<file path="config.mk">
export PLATFORM = sky130hd
export DESIGN_NAME = pqwc_cell
export DESIGN_NICKNAME = d
export VERILOG_FILES = /design/src/rtl/pqwc_pkg.sv /design/src/rtl/pqwc_cell.sv
export SDC_FILE = /design/constraint.sdc
export NUM_CORES = 1
export LEC_CHECK = 0
export BUFFER_PORTS_ARGS = -buffer_cell sky130_fd_sc_hd__buf_2
export CAP_MARGIN = 20
export CORE_AREA = 2 2 383 385
export CTS_CLUSTER_SIZE = 10
export DETAILED_ROUTE_END_ITERATION = 6
export DIE_AREA = 0 0 385 387
export PLACE_DENSITY = 0.3
export SLEW_MARGIN = 20
export SYNTH_ARGS = -nofsm -noshare
export SYNTH_HDL_FRONTEND = slang
export SYNTH_SLANG_ARGS = --single-unit
</file>
<file path="constraint.sdc">
create_clock -name clk -period 15.1 [get_ports clk]
set_clock_uncertainty 0.2 [all_clocks]
set_input_delay 0.755 -clock clk [delete_from_list [all_inputs] [get_ports clk]]
set_output_delay 0.755 -clock clk [all_outputs]
set_load 0.02 [all_outputs]
</file>
<file path="src/rtl/pqwc_pkg.sv">
// package for the print queue with cancel: widths, command and status codes,
// cell control types and the name trimming function
// no dependencies

package pqwc_pkg;

  localparam int DEPTH_DEF  = 16;
  localparam int NAME_BYTES = 24;
  localparam int NAME_W     = 8 * NAME_BYTES;
  localparam int KIND_W     = 3;
  localparam int STATUS_W   = 2;
  localparam int OUT_DATA_W = 200;

  typedef logic [NAME_W-1:0] name_t;

  // command codes
  localparam logic [KIND_W-1:0] KIND_PUSH   = 3'd0;
  localparam logic [KIND_W-1:0] KIND_POP    = 3'd1;
  localparam logic [KIND_W-1:0] KIND_HEAD   = 3'd2;
  localparam logic [KIND_W-1:0] KIND_CANCEL = 3'd3;
  localparam logic [KIND_W-1:0] KIND_LIST   = 3'd4;

  // status codes
  localparam logic [STATUS_W-1:0] ST_OK       = 2'd0;
  localparam logic [STATUS_W-1:0] ST_EMPTY    = 2'd1;
  localparam logic [STATUS_W-1:0] ST_FULL     = 2'd2;
  localparam logic [STATUS_W-1:0] ST_NOTFOUND = 2'd3;

  // command broadcast to every cell
  typedef struct packed {
    logic push;
    logic shift_all;
    logic cancel;
    logic rotate;
  } cell_op_t;

  // where a cell sits relative to the fill level
  typedef struct packed {
    logic valid;
    logic at_free;
    logic at_last;
  } cell_pos_t;

  // clear every byte after the first zero byte
  function automatic name_t trim_name(input name_t n);
    logic  ended;
    name_t r;
    ended = 1'b0;
    r     = '0;
    for (int b = 0; b < NAME_BYTES; b++) begin
      if (n[8*b +: 8] == 8'h00) ended = 1'b1;
      if (!ended) r[8*b +: 8] = n[8*b +: 8];
    end
    return r;
  endfunction

endpackage

</file>
<file path="src/rtl/pqwc_cell.sv">
// one queue slot: holds a name, compares it with the cancel key and takes
// data from the input, its upper neighbor or the head; uses pqwc_pkg

module pqwc_cell (
  input  logic               clk,
  input  pqwc_pkg::cell_op_t op,
  input  pqwc_pkg::cell_pos_t pos,
  input  pqwc_pkg::name_t    in_name,
  input  pqwc_pkg::name_t    next_name,
  input  pqwc_pkg::name_t    head_name,
  input  pqwc_pkg::name_t    key,
  input  logic               found_in,
  output logic               found_out,
  output pqwc_pkg::name_t    data
);

  pqwc_pkg::name_t data_r;
  pqwc_pkg::name_t data_nxt;
  logic            hit;

  // first match ripples up the chain
  assign hit       = pos.valid && (data_r == key);
  assign found_out = found_in | hit;
  assign data      = data_r;

  // slot load select
  always_comb begin
    data_nxt = data_r;
    if (op.push && pos.at_free) begin
      data_nxt = in_name;
    end else if (op.shift_all || (op.cancel && found_out)) begin
      data_nxt = next_name;
    end else if (op.rotate && pos.valid) begin
      data_nxt = pos.at_last ? head_name : next_name;
    end
  end

  always_ff @(posedge clk) begin
    data_r <= data_nxt;
  end

endmodule

</file>
==> key figures <==
Synthesis
  • FFs w/ async S/R, synth: 0
  • Post-synth top cells: o2111ai_1 (199), nor2_1 (196), nand3_1 (194)
  • Yosys warnings: 0
  • Netlist cell types: 35
  • Dominant synthesized flop cell: edfxtp_1
  • Cell count after synthesis: 1532
  • Largest cells by area after synthesis: edfxtp_1 (42%), o2111ai_1 (13%), a31oi_1 (8.8%), nand3_1 (7.1%), xnor2_1 (5.6%)
  • Sequential-to-total area share from yosys stat: 0.420
  • Avg Cell Area, Syn: 8.96 µm²
  • EDFF count, synth: 192
  • #FFs+latches synth: 192
  • Count leader, synth: o2111ai_1
  • Syn_nets: 2309
  • Mapped cell area: 0.0137 mm²
  • Synth top area share: 0.420
  • Biggest area consumer among synthesized cells: edfxtp_1

Global route
  • First-pass GRT wire length: 193 mm
  • Largest net degree at the start of global routing: 149
  • Vias in the first global route: 18.0k
  • Total global routing overflow: 0
  • Initial antenna violation count: 117
  • Gr usage total: 0.202

Drt
  • DR iter-0 viols: 1217
  • WL met3: 10.9 mm
  • Via density: 4.11
  • Final ANT Viol Nets: 0
  • M1 wire length: 67.4 mm
  • Vias: 17.8k
  • DR pass1 iterations: 5
  • Routed WL: 156 mm
  • Remaining routing DRC violations: 0
  • Avg WL per Cell: 35.8 µm
  • WL met2: 74.6 mm
  • DR top layer: met5

Floorplan
  • Die Width: 385 µm
  • Cell Rows: 140
  • Die area: 0.149 mm²
  • Starting Density: 0.0948
  • Die Y: 387 µm
  • Core region area: 0.145 mm²
  • Ports: 970

Power
  • Comb pwr share: 0.363
  • Sequential power share: 0.394
  • Leakage: 8.66 nW
  • Sw Pwr: 0.948 mW
  • Maximum VDD drop: 0.0000699 V
  • Clock share of power: 0.243
  • Power per cell area: 98.7 mW/mm²
  • Int Power: 1.16 mW
  • Sw frac: 0.450

Final layout
  • Nets: 3162
  • Post-route cell area: 0.0213 mm²
  • Share of post-route cells with drive strength above 1: 0.437
  • Fillers: 16.8k
  • Area grow syn2layout: 55.3%
  • Fin cells: 4341
  • Max FFs per register: 192

STA
  • Fin crit period: 5.91 ns
  • Slew Viols, Final: 0
  • Hold Violations, Final: 0
  • Unrepaired setup endpoints after global routing: false
  • Final setup viols: 0
  • TNS Setup: 0 ns
  • Relative slew slack: 0.249
  • Tcrit/Tclk final: 0.392
  • Fmax: 169 MHz
  • Least-Margin Pin Slew: 1.12 ns
  • Hold WS: 0.352 ns

CTS
  • Post-CTS resize count: 0
  • Clock Pin Slew Worst Setup and Hold Paths: 0.09 ns
  • Clk_lat worst skew: 0.55 ns
  • # hold bufs at CTS: 0
  • CTS tree: yes
  • Postcts setup bufs: 0
  • CTS max path bufs: 2
  • CTS root buf: clkbuf_16
  • CTS Buf Count: 17
  • Sink Count: 192
  • H-Tree Depth: 4

Critical path
  • Worst endpoint data arrival time: 5.92 ns
  • Type of origin of the critical path: flop
  • Setup CP Type: flop to flop
  • CP required: 15.10 ns
  • Crit Path Max Fanout: 133
  • R2R Path End: data[184]
  • Critical Path End Type: flop
  • Reg2Reg Setup Slack: 9.19 ns
  • R2R Path Start: data[141]
  • R2R cell count: 9

Worst hold path
  • Hold EP: data[23]
  • Min-Delay Path Class: input port to flop
  • Min-delay src: in_name[23]
  • Hold depth: 3

Placed design
  • IO Port Bufs: 969
  • Area after DPL: 0.0207 mm²
  • Post-DP HPWL: 130 mm
  • Placed cells: 4283
  • Gpl congestion: 0.880

Run status
  • Status: finished clean

Run
  • Max-Cap Viols: 0
-- cell type report --
type                    instances  area (µm²)  area share
multi-input cells            1101        7070       0.332
repair buffers               1003        5180       0.243
clock buffers                  17         425      0.0199
diodes                         26        65.1     0.00305
inverters                      70         278      0.0130
flip-flops and latches        192        5770       0.270
clock inverters                15         136     0.00640
well taps                    1917        2400       0.112
-- per-layer routing --
layer	GRT usage	up-vias
li1	-	7797
met1	0.259	8978
met2	0.340	851
met3	0.0515	154
met4	0.0362	60
met5	0	-
-- stage by stage --
step                      setup slack (ns)  power (mW)  utilization
after floorplan                       1.81        1.08            -
after detailed placement              8.70        1.64        0.143
after global routing                  9.01        2.21        0.147
after global placement                8.41        1.64        0.143
after CTS                             8.92        2.17        0.147
final                                 9.19        2.11        0.147
-- power by group through the flow --
| stage | Sequential, mW | Clock [mW] | Combinational [mW] |
|---|---|---|---|
| 2_1_floorplan | 0.860 | 0 | 0.223 |
| 4_1_cts | 0.841 | 0.537 | 0.793 |
| 5_1_grt | 0.842 | 0.548 | 0.816 |
| 3_5_place_dp | 0.851 | 0 | 0.790 |
| 6_report | 0.830 | 0.511 | 0.764 |
| 3_3_place_gp | 0.854 | 0 | 0.791 |
-- placed cells by master, fill, tap and decap left out, types with 3 or more instances in the layout --
master,n
o22ai_1,21
buf_12,5
a221oi_1,3
nand3_1,193
or3_1,3
xor2_1,18
a31oi_1,192
xnor2_2,4
o2111ai_1,197
buf_4,28
inv_6,4
nand2b_1,38
nand4_1,42
nand2_1,17
o2bb2ai_1,5
a22o_1,8
clkinvlp_4,5
diode_2,26
edfxtp_1,192
inv_1,68
or4_1,6
a2111oi_0,4
clkbuf_16,17
nor4_1,20
buf_2,968
clkinv_4,3
nor2_1,196
nor2b_1,26
nor3_1,3
xnor2_1,84
a2111o_1,5
-- worst max-delay path, cell delays in order (launching register included) --
cell and delay [ns]:
edfxtp_1 0.75, inv_1 0.22, a2111o_1 0.55, nor4_2 0.67, nand4_1 0.30, or4_1 0.60, o41ai_4 0.41, buf_12 0.54
nand3_1 0.18, a31oi_1 0.88
-- worst max path at each step --
stage	start	endpoint	slack, ns	cells past startpoint
after detailed placement	key[86]	data[32]	8.70	11
after global placement	key[74]	data[20]	8.41	11
after CTS	data[141]	data[32]	8.92	10
after floorplan	key[92]	data[0]	1.81	10
after global routing	data[141]	data[32]	9.01	10
final	data[141]	data[184]	9.19	9
-- logic make-up after synthesis --
group / count (synthesis) / share of synthesized area
simple gates: 551 / 0.195
compound gates: 444 / 0.246
buf+inv: 239 / 0.0718
flops: 192 / 0.420
xor+xnor: 106 / 0.0676
(Power assumes the default switching activity.)
